## src/rtl/assert_macros.svh

```systemverilog
// Assertion macros shared by the priority packet queue RTL.
// Included by files that carry concurrent checks; no other dependencies.
`ifndef ASSERT_MACROS_SVH
`define ASSERT_MACROS_SVH

// Clocked check, disabled while the active-low reset is asserted.
`define PPQ_ASSERT(label, clk, rst_n, prop, msg) \
    label: assert property (@(posedge clk) disable iff (!rst_n) prop) else $error(msg);

// Clocked check that also holds through reset.
`define PPQ_ASSERT_ALWAYS(label, clk, prop, msg) \
    label: assert property (@(posedge clk) prop) else $error(msg);

`endif

```

## src/rtl/ppq_pkg.sv

```systemverilog
// Package for the priority packet queue: status, operation and register codes,
// fixed field widths and the carry control type passed between queue cells.
// No dependencies.
`timescale 1ns / 1ps

package ppq_pkg;

    localparam int STATUS_W  = 3;
    localparam int BACKLOG_W = 5;
    localparam int CFG_IDX_W = 1;

    localparam logic [STATUS_W-1:0] ST_PUSHED  = 3'd0;
    localparam logic [STATUS_W-1:0] ST_IGNORED = 3'd1;
    localparam logic [STATUS_W-1:0] ST_FULL    = 3'd2;
    localparam logic [STATUS_W-1:0] ST_POPPED  = 3'd3;
    localparam logic [STATUS_W-1:0] ST_EMPTY   = 3'd4;

    localparam logic OP_PUSH = 1'b0;
    localparam logic OP_POP  = 1'b1;

    localparam logic [CFG_IDX_W-1:0] CFG_BACKLOG   = 1'b0;
    localparam logic [CFG_IDX_W-1:0] CFG_DROP_PRIO = 1'b1;

    localparam logic [BACKLOG_W-1:0] BACKLOG_RESET = 5'd16;

    typedef struct packed {
        logic valid;
        logic found;   // insertion point passed, carry holds a displaced entry
        logic tail;    // droppable push, goes to the first free cell
    } ppq_carry_ctl_t;

endpackage

```

## src/rtl/ppq_cell.sv

```systemverilog
// One queue cell: holds an entry, shifts toward the head on pop and passes
// an insertion carry to the next cell. Depends on ppq_pkg.
`timescale 1ns / 1ps

module ppq_cell #(
    parameter int HANDLE_BITS   = 16,
    parameter int PRIORITY_BITS = 3
) (
    input  logic                     aclk,
    input  logic                     aresetn,
    input  logic                     shift_en,
    input  logic                     right_valid,
    input  logic [HANDLE_BITS-1:0]   right_handle,
    input  logic [PRIORITY_BITS-1:0] right_prio,
    input  ppq_pkg::ppq_carry_ctl_t  in_ctl,
    input  logic [HANDLE_BITS-1:0]   in_handle,
    input  logic [PRIORITY_BITS-1:0] in_prio,
    output logic                     entry_valid,
    output logic [HANDLE_BITS-1:0]   entry_handle,
    output logic [PRIORITY_BITS-1:0] entry_prio,
    output ppq_pkg::ppq_carry_ctl_t  out_ctl,
    output logic [HANDLE_BITS-1:0]   out_handle,
    output logic [PRIORITY_BITS-1:0] out_prio
);
    import ppq_pkg::*;

    logic                     valid_reg, valid_next;
    logic [HANDLE_BITS-1:0]   handle_reg, handle_next;
    logic [PRIORITY_BITS-1:0] prio_reg, prio_next;
    ppq_carry_ctl_t           ctl_reg, ctl_next;
    logic [HANDLE_BITS-1:0]   chandle_reg, chandle_next;
    logic [PRIORITY_BITS-1:0] cprio_reg, cprio_next;

    always_comb begin
        valid_next   = valid_reg;
        handle_next  = handle_reg;
        prio_next    = prio_reg;
        ctl_next     = '0;
        chandle_next = in_handle;
        cprio_next   = in_prio;
        if (shift_en) begin
            valid_next  = right_valid;
            handle_next = right_handle;
            prio_next   = right_prio;
        end else if (in_ctl.valid) begin
            if (!valid_reg) begin
                valid_next  = 1'b1;
                handle_next = in_handle;
                prio_next   = in_prio;
            end else if (in_ctl.found || (!in_ctl.tail && (prio_reg < in_prio))) begin
                handle_next    = in_handle;
                prio_next      = in_prio;
                ctl_next.valid = 1'b1;
                ctl_next.found = 1'b1;
                ctl_next.tail  = in_ctl.tail;
                chandle_next   = handle_reg;
                cprio_next     = prio_reg;
            end else begin
                ctl_next = in_ctl;
            end
        end
    end

    always_ff @(posedge aclk) begin
        if (!aresetn) begin
            valid_reg <= 1'b0;
            ctl_reg   <= '0;
        end else begin
            valid_reg <= valid_next;
            ctl_reg   <= ctl_next;
        end
        handle_reg  <= handle_next;
        prio_reg    <= prio_next;
        chandle_reg <= chandle_next;
        cprio_reg   <= cprio_next;
    end

    assign entry_valid  = valid_reg;
    assign entry_handle = handle_reg;
    assign entry_prio   = prio_reg;
    assign out_ctl      = ctl_reg;
    assign out_handle   = chandle_reg;
    assign out_prio     = cprio_reg;

endmodule

```

## src/rtl/priority_packet_queue_unit.sv

```systemverilog
// Top level of the priority packet queue: command decode, count, config
// registers, result register and the chain of ppq_cell instances.
// Depends on ppq_pkg, ppq_cell and assert_macros.svh.
//
//  channel | ports                     | contents
//  --------+---------------------------+-----------------------------------------
//  input   | s_tvalid/s_tready/s_tdata | tuser: operation; tdata: handle, priority
//  result  | m_tvalid/m_tready/m_tdata | tuser: status; tdata: handle, occupancy
//  config  | cfg_we/cfg_index/cfg_wdata| backlog (0), droppable priority (1)
//
// A pop, an ignored push and a rejected push start no carry. A push that lands walks
// an insertion carry down the cell chain one cell per cycle; the next item is taken
// only once that carry has come to rest in a free cell.
// The result is registered and shows in the cycle after the item is accepted.
// Reset is synchronous: count, cell valid bits and carries clear, backlog = 16.
// A stalled result holds; input is taken only with the chain idle and the
// result register empty or being drained.
`timescale 1ns / 1ps
`include "assert_macros.svh"

module priority_packet_queue_unit #(
    parameter int DEPTH         = 16,
    parameter int HANDLE_BITS   = 16,
    parameter int PRIORITY_BITS = 3
) (
    input  logic                                   aclk,
    input  logic                                   aresetn,
    input  logic                                   s_tvalid,
    output logic                                   s_tready,
    // [HANDLE_BITS-1:0] packet_handle, then priority_req
    input  logic [((HANDLE_BITS+PRIORITY_BITS+7)/8)*8-1:0] s_tdata,
    // [0] operation
    input  logic [0:0]                             s_tuser,
    output logic                                   m_tvalid,
    input  logic                                   m_tready,
    // [HANDLE_BITS-1:0] handle_out, then occupancy
    output logic [((HANDLE_BITS+$clog2(DEPTH+1)+7)/8)*8-1:0] m_tdata,
    // [2:0] status
    output logic [ppq_pkg::STATUS_W-1:0]           m_tuser,
    input  logic                                   cfg_we,
    input  logic [ppq_pkg::CFG_IDX_W-1:0]          cfg_index,
    input  logic [((PRIORITY_BITS > ppq_pkg::BACKLOG_W) ?
                   PRIORITY_BITS : ppq_pkg::BACKLOG_W)-1:0] cfg_wdata
);
    import ppq_pkg::*;

    localparam int CNT_W = $clog2(DEPTH + 1);
    localparam int CMP_W = (CNT_W > BACKLOG_W) ? CNT_W : BACKLOG_W;
    localparam int OUT_W = ((HANDLE_BITS + CNT_W + 7) / 8) * 8;

    logic [CNT_W-1:0]         count_reg, count_next;
    logic [BACKLOG_W-1:0]     backlog_reg;
    logic [PRIORITY_BITS-1:0] drop_prio_reg;
    logic                     m_valid_reg;
    logic [STATUS_W-1:0]      status_reg, status_next;
    logic [HANDLE_BITS-1:0]   hout_reg, hout_next;
    logic [CNT_W-1:0]         occ_reg;

    logic                     cell_valid [DEPTH+1];
    logic [HANDLE_BITS-1:0]   cell_handle [DEPTH+1];
    logic [PRIORITY_BITS-1:0] cell_prio [DEPTH+1];
    ppq_carry_ctl_t           carry_ctl [DEPTH+1];
    logic [HANDLE_BITS-1:0]   carry_handle [DEPTH+1];
    logic [PRIORITY_BITS-1:0] carry_prio [DEPTH+1];
    logic [DEPTH-1:0]         valid_vec;
    logic [DEPTH:0]           carry_vec;

    logic                     busy;
    logic                     accept;
    logic                     op;
    logic [HANDLE_BITS-1:0]   in_handle;
    logic [PRIORITY_BITS-1:0] in_prio;
    logic                     is_drop;
    logic                     lands;
    logic                     shift_en;

    assign op        = s_tuser[0];
    assign in_handle = s_tdata[HANDLE_BITS-1:0];
    assign in_prio   = s_tdata[HANDLE_BITS+PRIORITY_BITS-1:HANDLE_BITS];
    assign is_drop   = (in_prio == drop_prio_reg);

    assign busy     = |carry_vec;
    assign s_tready = !busy && (!m_valid_reg || m_tready);
    assign accept   = s_tvalid && s_tready;

    always_comb begin
        status_next = ST_PUSHED;
        hout_next   = '0;
        count_next  = count_reg;
        lands       = 1'b0;
        shift_en    = 1'b0;
        if (op == OP_POP) begin
            if (count_reg == '0) begin
                status_next = ST_EMPTY;
            end else begin
                status_next = ST_POPPED;
                hout_next   = cell_handle[0];
                count_next  = count_reg - CNT_W'(1);
                shift_en    = accept;
            end
        end else if (count_reg == '0) begin
            lands = 1'b1;
        end else if (is_drop && (CMP_W'(count_reg) >= CMP_W'(backlog_reg))) begin
            status_next = ST_IGNORED;
        end else if (count_reg == CNT_W'(DEPTH)) begin
            status_next = ST_FULL;
        end else begin
            lands = 1'b1;
        end
        if (lands) begin
            count_next = count_reg + CNT_W'(1);
        end
    end

    assign carry_ctl[0].valid = accept && lands;
    assign carry_ctl[0].found = 1'b0;
    assign carry_ctl[0].tail  = is_drop;
    assign carry_handle[0]    = in_handle;
    assign carry_prio[0]      = in_prio;

    assign cell_valid[DEPTH]  = 1'b0;
    assign cell_handle[DEPTH] = '0;
    assign cell_prio[DEPTH]   = '0;
    assign carry_vec[0]       = 1'b0;

    for (genvar i = 0; i < DEPTH; i++) begin : g_cell
        ppq_cell #(
            .HANDLE_BITS  (HANDLE_BITS),
            .PRIORITY_BITS(PRIORITY_BITS)
        ) u_cell (
            .aclk        (aclk),
            .aresetn     (aresetn),
            .shift_en    (shift_en),
            .right_valid (cell_valid[i+1]),
            .right_handle(cell_handle[i+1]),
            .right_prio  (cell_prio[i+1]),
            .in_ctl      (carry_ctl[i]),
            .in_handle   (carry_handle[i]),
            .in_prio     (carry_prio[i]),
            .entry_valid (cell_valid[i]),
            .entry_handle(cell_handle[i]),
            .entry_prio  (cell_prio[i]),
            .out_ctl     (carry_ctl[i+1]),
            .out_handle  (carry_handle[i+1]),
            .out_prio    (carry_prio[i+1])
        );
        assign valid_vec[i]   = cell_valid[i];
        assign carry_vec[i+1] = carry_ctl[i+1].valid;
    end

    always_ff @(posedge aclk) begin
        if (!aresetn) begin
            count_reg     <= '0;
            backlog_reg   <= BACKLOG_RESET;
            drop_prio_reg <= '0;
            m_valid_reg   <= 1'b0;
        end else begin
            if (cfg_we) begin
                unique case (cfg_index)
                    CFG_BACKLOG:   backlog_reg   <= cfg_wdata[BACKLOG_W-1:0];
                    CFG_DROP_PRIO: drop_prio_reg <= cfg_wdata[PRIORITY_BITS-1:0];
                endcase
            end
            if (accept) begin
                count_reg   <= count_next;
                m_valid_reg <= 1'b1;
            end else if (m_tready) begin
                m_valid_reg <= 1'b0;
            end
        end
        if (accept) begin
            status_reg <= status_next;
            hout_reg   <= hout_next;
            occ_reg    <= count_next;
        end
    end

    assign m_tvalid = m_valid_reg;
    assign m_tuser  = status_reg;
    assign m_tdata  = OUT_W'({occ_reg, hout_reg});

    // only one insertion is ever in flight along the chain
    `PPQ_ASSERT(a_one_carry, aclk, aresetn, $onehot0(carry_vec), "more than one carry in flight")
    // at rest the count matches the occupied cells
    `PPQ_ASSERT(a_count_cells, aclk, aresetn, !busy |-> (DEPTH'(count_reg) == DEPTH'($countones(valid_vec))), "count does not match occupied cells")
    // at rest occupied cells form a run from the head
    `PPQ_ASSERT(a_packed, aclk, aresetn, !busy |-> ((valid_vec & (valid_vec + DEPTH'(1))) == '0), "gap in occupied cells")
    // a pop never overlaps a moving insertion
    `PPQ_ASSERT(a_pop_idle, aclk, aresetn, shift_en |-> !busy, "pop while insertion in flight")

endmodule
```

## config.mk

```make
export PLATFORM = sky130hd
export DESIGN_NAME = priority_packet_queue_unit
export DESIGN_NICKNAME = d
export VERILOG_FILES = /design/src/rtl/ppq_pkg.sv /design/src/rtl/ppq_cell.sv /design/src/rtl/priority_packet_queue_unit.sv
export VERILOG_INCLUDE_DIRS = /design/src /design/src/rtl
export SDC_FILE = /design/constraint.sdc
export NUM_CORES = 1
export LEC_CHECK = 0
export ABC_AREA = 1
export BUFFER_PORTS_ARGS = -buffer_cell sky130_fd_sc_hd__buf_2
export CAP_MARGIN = 5
export CORE_UTILIZATION = 56
export CTS_BUF_LIST = sky130_fd_sc_hd__clkbuf_16
export CTS_CLUSTER_DIAMETER = 150
export DETAILED_ROUTE_END_ITERATION = 10
export PLACE_DENSITY = 0.73
export SYNTH_ARGS = -nofsm -noshare
export SYNTH_HDL_FRONTEND = slang
export SYNTH_SLANG_ARGS = --single-unit
```

## constraint.sdc

```tcl
create_clock -name aclk -period 4.1 [get_ports aclk]
set_input_delay 0.205 -clock aclk [delete_from_list [all_inputs] [get_ports aclk]]
set_output_delay 0.205 -clock aclk [all_outputs]
set_load 0.005 [all_outputs]
```

==> impl_results.rst <==
.. list-table::
   :header-rows: 1

   * - Metric
     - Value
   * - Status
     - finished clean
   * - Setup TNS
     - 0 ns
   * - WL per Instance
     - 15.0 microns
   * - Die height
     - 223 microns
   * - RD Place Congestion
     - 0.804
   * - Hold violation count in the final report
     - 0
   * - Setup violation total in the final timing report
     - 0
   * - Worst Hold Class
     - primary input to register
   * - First-pass iteration count of the detailed router
     - 5
   * - Cell type with the largest total area after synthesis
     - edfxtp_1
   * - Fmax
     - 0.298 GHz
   * - Met2 global-route usage
     - 39.1%
   * - Top FF cell, synth
     - dfxtp_1
   * - Largest net degree at the start of global routing
     - 103
   * - Launching element type of the critical path
     - register
   * - Count of nets left with antenna violations after detail routing
     - 0
   * - Most congested layer reported by global routing
     - met2
   * - Die width
     - 223 microns
   * - Boundary Pins
     - 65
   * - Detail Placement HPWL
     - 35500 microns
   * - Area of the mapped netlist
     - 0.0275 sq mm
   * - Count of yosys warnings during synthesis
     - 0
   * - Synth-to-Final Area Change
     - 11.2%
   * - Yosys top cell area share
     - 33.8%
   * - Ratio of cells with drive above 1 in the final layout
     - 11.3%
   * - Average instance area after synthesis
     - 9.37 sq um
   * - Total power consumption of the routed design
     - 15800 uW
   * - Cell row count
     - 80
   * - Vias after detailed routing
     - 19100
   * - Post-synthesis cell count
     - 2932
   * - Power density normalized to cell area
     - 519 mW/mm^2
   * - Root buffer selected by CTS
     - clkbuf_16
   * - Max-cap violations
     - 0
   * - Wirelength, routed
     - 54700 microns
   * - Crit Path Category
     - register to register
   * - Period Utilization, post-route
     - 81.9%
   * - Fin Clk Skew
     - 0.0191 ns
   * - Clk Latency, worst-skew pair
     - 0.60 ns
   * - Slew margin rel.
     - 36.2%
   * - Maximum buffer depth of the clock tree
     - 3
   * - Leakage power
     - 0.0137 uW
   * - Number of flops mapped to enable cells by yosys
     - 309
   * - Core region area
     - 0.0480 sq mm
   * - CP endpoint kind
     - register
   * - Global-route track usage on met1
     - 28.4%
   * - Setup repair bufs after CTS
     - 0
   * - Vias in the first global route
     - 18600
   * - Worst-margin pin slew
     - 0.956 ns
   * - DRC violation total after the first TritonRoute iteration
     - 1590
   * - Antenna violations before repair
     - 0
   * - Largest register FFs
     - 256
   * - Number of distinct library cells after synthesis
     - 31
   * - Worst EP required
     - 4.41 ns
   * - Highest net fanout along the worst path
     - 70
   * - Overall fraction of global-route tracks in use
     - 22.4%
   * - TritonCTS clock tree
     - built
   * - Number of H-tree levels
     - 3
   * - Post-synthesis sequential area ratio
     - 61.5%
   * - Met3 layer usage reported by global route
     - 3.52%
   * - Critical Path AT
     - 3.67 ns
   * - Synth area leaders
     - edfxtp_1 (34%), dfxtp_1 (28%), nand2_1 (11%), o21ai_0 (6.0%), inv_1 (4.9%)
   * - Starting Density
     - 57.2%
   * - Max rail drop VDD
     - 406 uV
   * - Overflow left after global routing
     - 0
   * - First-pass GRT wire length
     - 90700 microns
   * - Async S/R FF share, synth
     - 0%
   * - Worst-case hold slack
     - 0.0540 ns
   * - Pins over their slew limit
     - 0
   * - # port buffers
     - 56
   * - Antenna diode instance count
     - 0
   * - Num CTS Buffers
     - 70
   * - RSZ-0062 raised after global routing
     - no
   * - Post-CTS clock slew at the launch and capture registers of the worst setup and hold paths
     - 0.06 ns
   * - Vias per inst
     - 5.23
   * - Final critical-path required period
     - 3.36 ns
   * - Floorplan die area
     - 0.0499 sq mm
   * - Nets
     - 3056
   * - Synth Register Bits
     - 689
   * - Drt drc
     - 0
   * - Sinks on the clock net
     - 689
-- power by group --
| part | switching, uW | leakage [uW] | internal, uW |
|---|---|---|---|
| Sequential | 252 | 0.00606 | 7900 |
| Clock | 2570 | 0.00115 | 3420 |
| Combinational | 1090 | 0.00648 | 605 |
| Total | 3910 | 0.0137 | 11900 |
-- placed cells by master (no fill, tap or decap), drive strengths merged, types with 3 or more instances in the layout --
cell / synthesis / final
nor3: 42 / 42
o21ai: 549 / 549
bufinv: 0 / 3
nand2: 783 / 783
nor2: 148 / 148
clkinvlp: 0 / 3
xnor2: 3 / 3
dlygate4sd3: 0 / 30
dfxtp: 380 / 380
xor2: 4 / 4
clkinv: 2 / 25
clkbuf: 71 / 73
a21oi: 93 / 93
buf: 83 / 99
nand3: 47 / 47
a31o: 14 / 14
ha: 39 / 39
inv: 358 / 383
conb: 1 / 3
edfxtp: 309 / 309
-- metrics by stage --
step	util, %	instance area [sq um]	setup WS, ns	std cells
after CTS	63.5	30500	0.757	3651
after detailed placement	58.4	28100	0.772	3494
after global placement	58.4	28100	0.891	3494
final	63.5	30500	0.741	3651
after floorplan	-	27500	1.15	2934
after global routing	63.5	30500	0.486	3651
-- path summary, 6_finish.rpt --
kind | to | cells after the start | slack [ns] | start
setup / recovery | g_cell[5].u_cell.entry_prio[2] | 8 | 0.74 | g_cell[14].u_cell.out_ctl[2]
hold / removal | m_tvalid | 3 | 0.05 | s_tvalid
setup reg to reg | g_cell[5].u_cell.entry_prio[2] | 8 | 0.74 | g_cell[14].u_cell.out_ctl[2]
hold reg to reg | g_cell[11].u_cell.out_ctl[0] | 2 | 0.44 | g_cell[10].u_cell.out_ctl[0]
-- routing by layer --
layer / wire length, microns / vias to the layer above
met5: 0 / -
met3: 2420 / 99
li1: - / 9603
met1: 23900 / 8954
met4: 1410 / 0
met2: 27000 / 428
-- cells by family after synthesis --
family                     share of synthesized area (%)
buffers and inverters                               8.11
and+or+nand+nor                                     14.5
AOI/OAI and AO/OA                                   13.9
xor gates and xnor gates                           0.223
DFF                                                 61.5
other                                             0.0137
adders and majority gates                           1.78
-- synth_stat cells (all sizes together), types with 4 or more instances --
master,instances
a21oi,93
a31o,14
buf,83
clkbuf,71
dfxtp,380
edfxtp,309
ha,39
inv,358
nand2,783
nand3,47
nor2,148
nor3,42
o21ai,549
xor2,4
-- critical path, cell delays in order, from the launching register on --
cell,delay [ns]
dfxtp_1,0.61
inv_1,0.22
nand4_1,0.23
nor2_2,0.18
nand3_2,0.22
nor2_4,0.22
buf_4,0.48
buf_4,0.67
o21ai_0,0.19
-- what timing repair did --
action                                 in CTS  in global routing
hold buffers                               30                  0
endpoints found under the hold margin      44                  0
resized for setup                           0                  0
-- layout make-up --
cell class	instances	area, sq um
Fill cell	3845	17500
Sequential cell	689	16900
Multi-Input combinational cell	1731	8380
Clock buffer	73	1830
Inverter	360	1360
Timing Repair Buffer	129	966
Tap cell	615	769
Clock inverter	54	345
No activity file was read; power rests on OpenSTA's default activity.
